===== config.mk =====
export PLATFORM = sky130hd
export DESIGN_NAME = filename_token_scanner
export DESIGN_NICKNAME = d
export VERILOG_FILES = /design/src/fts_pkg.sv /design/src/filename_token_scanner.sv
export SDC_FILE = /design/constraint.sdc
export NUM_CORES = 1
export LEC_CHECK = 0
export BUFFER_PORTS_ARGS = -buffer_cell sky130_fd_sc_hd__buf_2
export CORE_MARGIN = 2
export CORE_UTILIZATION = 40
export DETAILED_ROUTE_END_ITERATION = 10
export HOLD_SLACK_MARGIN = 0.15
export MAX_ROUTING_LAYER = met4
export PLACE_DENSITY_LB_ADDON = 0.08
export SYNTH_ARGS = -nofsm -noshare
export SYNTH_HDL_FRONTEND = slang
export SYNTH_SLANG_ARGS = --single-unit

===== constraint.sdc =====
create_clock -name clk_i -period 4.7 [get_ports clk_i]
set_input_delay 0.94 -clock clk_i [delete_from_list [all_inputs] [get_ports clk_i]]
set_output_delay 0.94 -clock clk_i [all_outputs]
set_load 0.02 [all_outputs]

===== src/fts_pkg.sv =====
// fts_pkg: shared types and constants for the filename token scanner
// scan phase codes, character codes, limits and the result word layout
// no dependencies
`timescale 1ns / 1ps

package fts_pkg;

  localparam int unsigned OFFSET_W = 24;
  localparam int unsigned COUNT_W  = 6;
  localparam int unsigned EXT_W    = 3;
  localparam int unsigned EXTLEN_W = 2;

  localparam logic [OFFSET_W-1:0] OFFSET_MAX = {OFFSET_W{1'b1}};

  localparam logic [COUNT_W-1:0] NAME_LIMIT_RST    = 6'd32;
  localparam logic [COUNT_W-1:0] VERSION_LIMIT_RST = 6'd34;
  localparam logic [COUNT_W-1:0] MIN_TOKEN_LEN     = 6'd5;

  localparam logic [EXT_W-1:0] EXT_SAT     = 3'd4;
  localparam logic [EXT_W-1:0] EXT_LEN_MIN = 3'd2;
  localparam logic [EXT_W-1:0] EXT_LEN_MAX = 3'd3;

  localparam logic [7:0] CH_DOT   = 8'h2E;
  localparam logic [7:0] CH_SEMI  = 8'h3B;
  localparam logic [7:0] CH_UNDER = 8'h5F;
  localparam logic [7:0] CH_A     = 8'h41;
  localparam logic [7:0] CH_Z     = 8'h5A;
  localparam logic [7:0] CH_0     = 8'h30;
  localparam logic [7:0] CH_9     = 8'h39;

  typedef enum logic [0:0] {
    CFG_NAME_LIMIT    = 1'b0,
    CFG_VERSION_LIMIT = 1'b1
  } cfg_idx_e;

  typedef enum logic [1:0] {
    PH_IDLE    = 2'd0,
    PH_NAME    = 2'd1,
    PH_VERSION = 2'd2
  } phase_e;

  typedef struct packed {
    logic [OFFSET_W-1:0] offset;
    logic [COUNT_W-1:0]  length;
    logic [EXTLEN_W-1:0] ext_len;
  } res_t;

  function automatic logic is_upper(input logic [7:0] c);
    return (c >= CH_A) && (c <= CH_Z);
  endfunction

  function automatic logic is_digit(input logic [7:0] c);
    return (c >= CH_0) && (c <= CH_9);
  endfunction

endpackage


===== src/filename_token_scanner.sv =====
// filename_token_scanner: top level, byte-wise filename token detection
// depends on fts_pkg
//
// Usage: one byte word enters on the input channel (data_byte_i, last_byte_i)
// whenever in_valid_i is high and in_stall_o is low. Each byte updates the
// token state; a closed and accepted token is written into the result
// register and shown on the output channel (token_offset_o, token_length_o,
// extension_length_o). Throughput is one byte per cycle while in_stall_o is
// low. A result that arrives while the output word waits under out_stall_i
// moves into a one-word skid register, so bytes keep flowing; in_stall_o
// rises only while the skid register is occupied. A byte with last_byte_i
// set closes any open token and restarts byte offsets at zero for the next
// buffer. Offsets saturate at 2^24-1.
// The configuration port (cfg_we_i, cfg_index_i, cfg_data_i) sets the name
// limit (index 0) and version limit (index 1), taking effect on the next byte.
// Reset clears both output valid flags, idles the scanner, zeroes the byte offset
// and loads the limits with 32 and 34.
`timescale 1ns / 1ps

module filename_token_scanner
  import fts_pkg::*;
#(
  parameter int unsigned POSITION_WIDTH = 24
) (
  input  logic                clk_i,
  input  logic                rst_ni,
  input  logic                cfg_we_i,
  input  logic [0:0]          cfg_index_i,
  input  logic [COUNT_W-1:0]  cfg_data_i,
  input  logic                in_valid_i,
  output logic                in_stall_o,
  input  logic [7:0]          data_byte_i,
  input  logic                last_byte_i,
  output logic                out_valid_o,
  input  logic                out_stall_i,
  output logic [OFFSET_W-1:0] token_offset_o,
  output logic [COUNT_W-1:0]  token_length_o,
  output logic [EXTLEN_W-1:0] extension_length_o
);

  localparam int unsigned CMP_W = (POSITION_WIDTH > OFFSET_W) ? POSITION_WIDTH : OFFSET_W;

  logic [COUNT_W-1:0] name_lim_q, ver_lim_q;

  logic [POSITION_WIDTH-1:0] pos_q, pos_d, start_q, start_d;
  logic [COUNT_W-1:0]        cnt_q, cnt_d;
  phase_e                    phase_q, phase_d;
  logic                      dot_q, dot_d;
  logic [EXT_W-1:0]          ext_q, ext_d;
  logic                      up_q, up_d;

  logic               tk_taken, tk_lim, tk_ver;
  logic [COUNT_W-1:0] tk_cnt;
  logic               tk_dot, tk_up;
  logic [EXT_W-1:0]   tk_ext;
  logic               judge, tok_ok, result;
  logic               c_upper, c_digit;
  logic [CMP_W-1:0]   start_ext;
  res_t               new_res;

  res_t out_q, skid_q;
  logic out_valid_q, skid_valid_q;
  logic in_acc, out_fire;

  assign in_stall_o = skid_valid_q;
  assign in_acc     = in_valid_i && !skid_valid_q;
  assign out_fire   = out_valid_q && !out_stall_i;

  always_ff @(posedge clk_i or negedge rst_ni) begin
    if (!rst_ni) begin
      name_lim_q <= NAME_LIMIT_RST;
      ver_lim_q  <= VERSION_LIMIT_RST;
    end else if (cfg_we_i) begin
      unique case (cfg_idx_e'(cfg_index_i))
        CFG_NAME_LIMIT:    name_lim_q <= cfg_data_i;
        CFG_VERSION_LIMIT: ver_lim_q  <= cfg_data_i;
        default: ;
      endcase
    end
  end

  always_comb begin
    c_upper  = is_upper(data_byte_i);
    c_digit  = is_digit(data_byte_i);
    tk_taken = 1'b0;
    tk_lim   = 1'b0;
    tk_ver   = 1'b0;
    tk_cnt   = cnt_q + 1'b1;
    tk_dot   = dot_q;
    tk_ext   = ext_q;
    tk_up    = up_q;

    unique case (phase_q)
      PH_NAME: begin
        if (c_upper || c_digit || (data_byte_i == CH_UNDER)) begin
          tk_taken = 1'b1;
          if (dot_q) begin
            if (ext_q < EXT_SAT) tk_ext = ext_q + 1'b1;
            if (!c_upper) tk_up = 1'b0;
          end
          tk_lim = tk_cnt >= name_lim_q;
        end else if ((data_byte_i == CH_DOT) && !dot_q) begin
          tk_taken = 1'b1;
          tk_dot   = 1'b1;
          tk_lim   = tk_cnt >= name_lim_q;
        end else if ((data_byte_i == CH_SEMI) && dot_q) begin
          tk_taken = 1'b1;
          tk_ver   = 1'b1;
          tk_lim   = tk_cnt >= ver_lim_q;
        end
      end
      PH_VERSION: begin
        if (c_digit) begin
          tk_taken = 1'b1;
          tk_lim   = tk_cnt >= ver_lim_q;
        end
      end
      default: ;
    endcase

    if (!tk_taken) tk_cnt = cnt_q;

    judge  = tk_taken ? (tk_lim || last_byte_i) : (phase_q != PH_IDLE);
    tok_ok = tk_dot && (tk_cnt >= MIN_TOKEN_LEN) && (tk_ext >= EXT_LEN_MIN) &&
             (tk_ext <= EXT_LEN_MAX) && tk_up;
    result = judge && tok_ok;

    start_ext       = CMP_W'(start_q);
    new_res.offset  = (start_ext > CMP_W'(OFFSET_MAX)) ? OFFSET_MAX : OFFSET_W'(start_ext);
    new_res.length  = tk_cnt;
    new_res.ext_len = EXTLEN_W'(tk_ext);

    start_d = start_q;
    cnt_d   = tk_cnt;
    dot_d   = tk_dot;
    ext_d   = tk_ext;
    up_d    = tk_up;
    if (tk_taken) begin
      if (tk_lim || last_byte_i) phase_d = PH_IDLE;
      else if (tk_ver)           phase_d = PH_VERSION;
      else                       phase_d = phase_q;
    end else if (c_upper || c_digit) begin
      start_d = pos_q;
      cnt_d   = COUNT_W'(1);
      dot_d   = 1'b0;
      ext_d   = '0;
      up_d    = 1'b1;
      phase_d = ((COUNT_W'(1) >= name_lim_q) || last_byte_i) ? PH_IDLE : PH_NAME;
    end else begin
      phase_d = PH_IDLE;
    end

    if (last_byte_i)     pos_d = '0;
    else if (pos_q != '1) pos_d = pos_q + 1'b1;
    else                 pos_d = pos_q;
  end

  always_ff @(posedge clk_i or negedge rst_ni) begin
    if (!rst_ni) begin
      pos_q   <= '0;
      start_q <= '0;
      cnt_q   <= '0;
      phase_q <= PH_IDLE;
      dot_q   <= 1'b0;
      ext_q   <= '0;
      up_q    <= 1'b1;
    end else if (in_acc) begin
      pos_q   <= pos_d;
      start_q <= start_d;
      cnt_q   <= cnt_d;
      phase_q <= phase_d;
      dot_q   <= dot_d;
      ext_q   <= ext_d;
      up_q    <= up_d;
    end
  end

  // result register plus one-word skid
  always_ff @(posedge clk_i or negedge rst_ni) begin
    if (!rst_ni) begin
      out_valid_q  <= 1'b0;
      skid_valid_q <= 1'b0;
    end else begin
      if (out_fire) begin
        if (skid_valid_q) begin
          skid_valid_q <= 1'b0;
        end else begin
          out_valid_q <= in_acc && result;
        end
      end else if (in_acc && result) begin
        if (out_valid_q) skid_valid_q <= 1'b1;
        else             out_valid_q  <= 1'b1;
      end
    end
  end

  always_ff @(posedge clk_i) begin
    if (out_fire) begin
      if (skid_valid_q) out_q <= skid_q;
      else if (in_acc && result) out_q <= new_res;
    end else if (in_acc && result) begin
      if (out_valid_q) skid_q <= new_res;
      else             out_q  <= new_res;
    end
  end

  assign out_valid_o        = out_valid_q;
  assign token_offset_o     = out_q.offset;
  assign token_length_o     = out_q.length;
  assign extension_length_o = out_q.ext_len;

  a_skid_needs_out: assert property (@(posedge clk_i) disable iff (!rst_ni)
    skid_valid_q |-> out_valid_q)
    else $error("skid word held without an output word");

  a_out_length: assert property (@(posedge clk_i) disable iff (!rst_ni)
    out_valid_q |-> (out_q.length >= MIN_TOKEN_LEN))
    else $error("reported token shorter than minimum");

  a_out_ext: assert property (@(posedge clk_i) disable iff (!rst_ni)
    out_valid_q |-> ((out_q.ext_len == 2'd2) || (out_q.ext_len == 2'd3)))
    else $error("reported extension length out of range");

  a_last_restart: assert property (@(posedge clk_i) disable iff (!rst_ni)
    (in_acc && last_byte_i) |=> ((pos_q == '0) && (phase_q == PH_IDLE)))
    else $error("last byte did not restart the scanner");

  a_skid_hold: assert property (@(posedge clk_i) disable iff (!rst_ni)
    (skid_valid_q && !out_fire) |=> (skid_valid_q && $stable(skid_q)))
    else $error("skid word lost while output stalled");

endmodule

==> flow_metrics.env <==
export IMPL_worst_pin_slew_ns=0.994
export IMPL_cts_clk_slew_worst_paths_ns=0.06
export IMPL_crit_start="cnt_q[0]"
export IMPL_swShare_pct=22.4
export IMPL_vias=4110
export IMPL_grt_pass1_wl_um=21400
export IMPL_ios=55
export IMPL_comb_power_share_pct=5.8
export IMPL_reg2reg_depth=11
export IMPL_grt_use_total_pct=16.1
export IMPL_dr_pass1_iters=4
export IMPL_endpoint="token_length_o[2]"
export IMPL_rsz0062_at_grt="no"
export IMPL_yosysTopAreaCell="edfxtp_1"
export IMPL_r2r_end="token_length_o[2]"
export IMPL_core_area_um2=15900
export IMPL_hold_path_class="flop to flop"
export IMPL_die_h_um=132
export IMPL_die_area_um2=17400
export IMPL_synth_edf_count=64
export IMPL_clockBufferDepth=2
export IMPL_p_int_mw=2.14
export IMPL_cp_end_kind="flop"
export IMPL_clockRootBuffer="clkbuf_16"
export IMPL_synth_avg_cell_area_um2=12.2
export IMPL_htreeDepth=4
export IMPL_cts_sinks=139
export IMPL_setup_viol=0
export IMPL_ctsResizeCount=0
export IMPL_fill_cells=1486
export IMPL_cellPowerDensity_nw_per_um2=367
export IMPL_cts_tree="yes"
export IMPL_cts_buffers=17
export IMPL_hpwl_um=8570
export IMPL_outcome="finished clean"
export IMPL_synthTopCellsByArea="edfxtp_1 (29%), dfrtp_1 (27%), mux2_2 (6.9%)"
export IMPL_critPathKind="flop to flop"
export IMPL_ant_nets=0
export IMPL_synth_top_area_share_pct=29.4
export IMPL_fin_crit_ns=3.53
export IMPL_holdWs_ns=0.468
export IMPL_antenna_diode_count=0
export IMPL_synth_area_um2=6540
export IMPL_post_place_ws_ns=0.771
export IMPL_relSlewSlack_pct=33.8
export IMPL_seq_area_frac_synth_pct=58.1
export IMPL_nNetsFinal=612
export IMPL_grt_max_degree=76
export IMPL_start_util_pct=41.0
export IMPL_gp_congestion=0.851
export IMPL_ir_drop_uv=248
export IMPL_drt_wl_total_um=12800
export IMPL_yosys_top_cells_count="dfrtp_1 (71), edfxtp_1 (64), nor2_1 (42)"
export IMPL_worst_slack_ns=1.17
export IMPL_clk_latency_ns=0.42
export IMPL_p_total_mw=2.76
export IMPL_syn_instance_count=536
export IMPL_seqPwrFrac_pct=48.1
export IMPL_grt_pass1_vias=4179
export IMPL_cts_hold_buf=0
export IMPL_report_final_slew_viol_count=0
export IMPL_grt_ovfl_total=0
export IMPL_multi_input_area_um2=2510
export IMPL_yosysUniqueCellTypes=58
export IMPL_finalClockSkew_ns=0.00607
export IMPL_placementRows=46
export IMPL_grt_antenna_before_repair=0
export IMPL_yosysMostFrequentCell="dfrtp_1"
export IMPL_clockPowerShare_pct=46.1
export IMPL_synthFlopType="dfrtp_1"
export IMPL_wl_per_cell_um=15.9
export IMPL_area_growth_pct=15.1
export IMPL_drive_gt1_share_pct=24.6
export IMPL_worstReg2RegStart="cnt_q[0]"
export IMPL_path_max_fanout=32
export IMPL_syn_nets=575
export IMPL_hold_viol_final=0
export IMPL_area_sequential_um2=3800
export IMPL_p_leak_nw=3.18
export IMPL_drc=0
export IMPL_post_route_period_util_pct=75.2
export IMPL_fin_setup_tns_ns=0
export IMPL_post_cts_buffers=0
export IMPL_first_iter_violations=191
export IMPL_required_ns=4.76
export IMPL_ys_warn_count=0
export IMPL_async_flop_share_pct=54.0
export IMPL_p_sw_mw=0.617
export IMPL_reg2reg_slack_ns=1.17
export IMPL_cap_violations=0
export IMPL_die_w_um=132
export IMPL_crit_arrival_ns=3.59
export IMPL_ys_seq_elements=139
export IMPL_startpoint_type="flop"
export IMPL_hold_path_depth=0
export IMPL_viasPerCell=5.12
export IMPL_max_freq_ghz=0.283
export IMPL_io_buffers=54
-- cell families (layout without fill, tap and decap cells) --
kind of cell	Yosys count	in the layout	share of synthesized area, %
AOI/OAI and AO/OA	66	66	7.00
DFF	139	139	58.1
and+or+nand+nor	160	160	13.0
buffers and inverters	61	111	3.75
muxes	63	63	10.8
xor gates and xnor gates	29	29	3.88
adders and majority gates	18	18	3.44
-- power by group through the flow --
| stage | Sequential (mW) | Combinational, mW | Clock (mW) |
|---|---|---|---|
| after floorplan | 1.34 | 0.111 | 0 |
| after global placement | 1.35 | 0.159 | 0 |
| after detailed placement | 1.35 | 0.164 | 0 |
| after CTS | 1.33 | 0.165 | 1.31 |
| after global routing | 1.33 | 0.187 | 1.36 |
| final | 1.33 | 0.161 | 1.27 |
-- area by class of cell --
| type | count | share of cell area [%] |
|---|---|---|
| Multi-Input combinational cell | 336 | 33.3 |
| Sequential cell | 139 | 50.5 |
| Clock inverter | 12 | 1.65 |
| Tap cell | 216 | 3.59 |
| Timing Repair Buffer | 59 | 4.09 |
| Inverter | 20 | 0.997 |
| Clock buffer | 20 | 5.80 |
-- worst max-delay path, stage by stage, from the launching register on --
cell	delay, ns
dfrtp_1	0.48
ha_1	0.33
nand3_1	0.16
xor2_1	0.19
inv_1	0.14
ha_1	0.30
o211ai_1	0.10
a221oi_1	0.42
o31a_1	0.22
nand3_1	0.19
a21boi_4	0.20
buf_4	0.42
-- metal layers --
layer | global-route usage, % | vias to the layer above | part of all wire [%]
met5 | - | - | 0
li1 | - | 1990 | -
met3 | 4.04 | 4 | 3.3
met1 | 20.8 | 2046 | 49
met2 | 24.6 | 70 | 47
met4 | 5.68 | 0 | 0.59
-- layout by cell type, fill, tap and decap left out, drive strengths merged, types with 7 or more instances in the layout --
cell | netlist | final
buf | 3 | 59
ha | 18 | 18
clkinv | 0 | 7
a21oi | 12 | 12
o21ai | 28 | 28
dfrtp | 71 | 71
nor2 | 43 | 43
nand2 | 41 | 41
inv | 20 | 21
nor3 | 8 | 8
clkbuf | 38 | 20
mux2 | 62 | 62
xor2 | 15 | 15
nand4 | 8 | 8
xnor2 | 14 | 14
nand3 | 17 | 17
edfxtp | 64 | 64
-- how the worst min path moves through the flow --
stage                       start      endpoint
floorplan            start_ext[0]  start_ext[0]
global placement    start_ext[20]    skid_q[28]
detailed placement  start_ext[16]    skid_q[24]
CTS                 start_ext[22]    skid_q[30]
global route        start_ext[22]    skid_q[30]
finish               start_ext[7]    skid_q[15]
-- per-stage QoR --
stage               cell area [µm²]  cells  util [%]
floorplan                      6540    536         -
global placement               6970    770      43.7
detailed placement             6970    770      43.7
CTS                            7530    802      47.2
global route                   7530    802      47.2
finish                         7530    802      47.2
-- sequential cells by signal, indices dropped and copies added, names as in the netlist --
register and flops:
token_offset_o 24, up_q 1, start_ext 24, token_length_o 6
dot_q 1, extension_length_o 2, ver_lim_q 6, cnt_q 6
name_lim_q 6, phase_q 2, ext_q 3, skid_q 32
in_stall_o 1, out_valid_o 1, pos_q 24
Note: power is estimated with default switching activity, not from simulation.
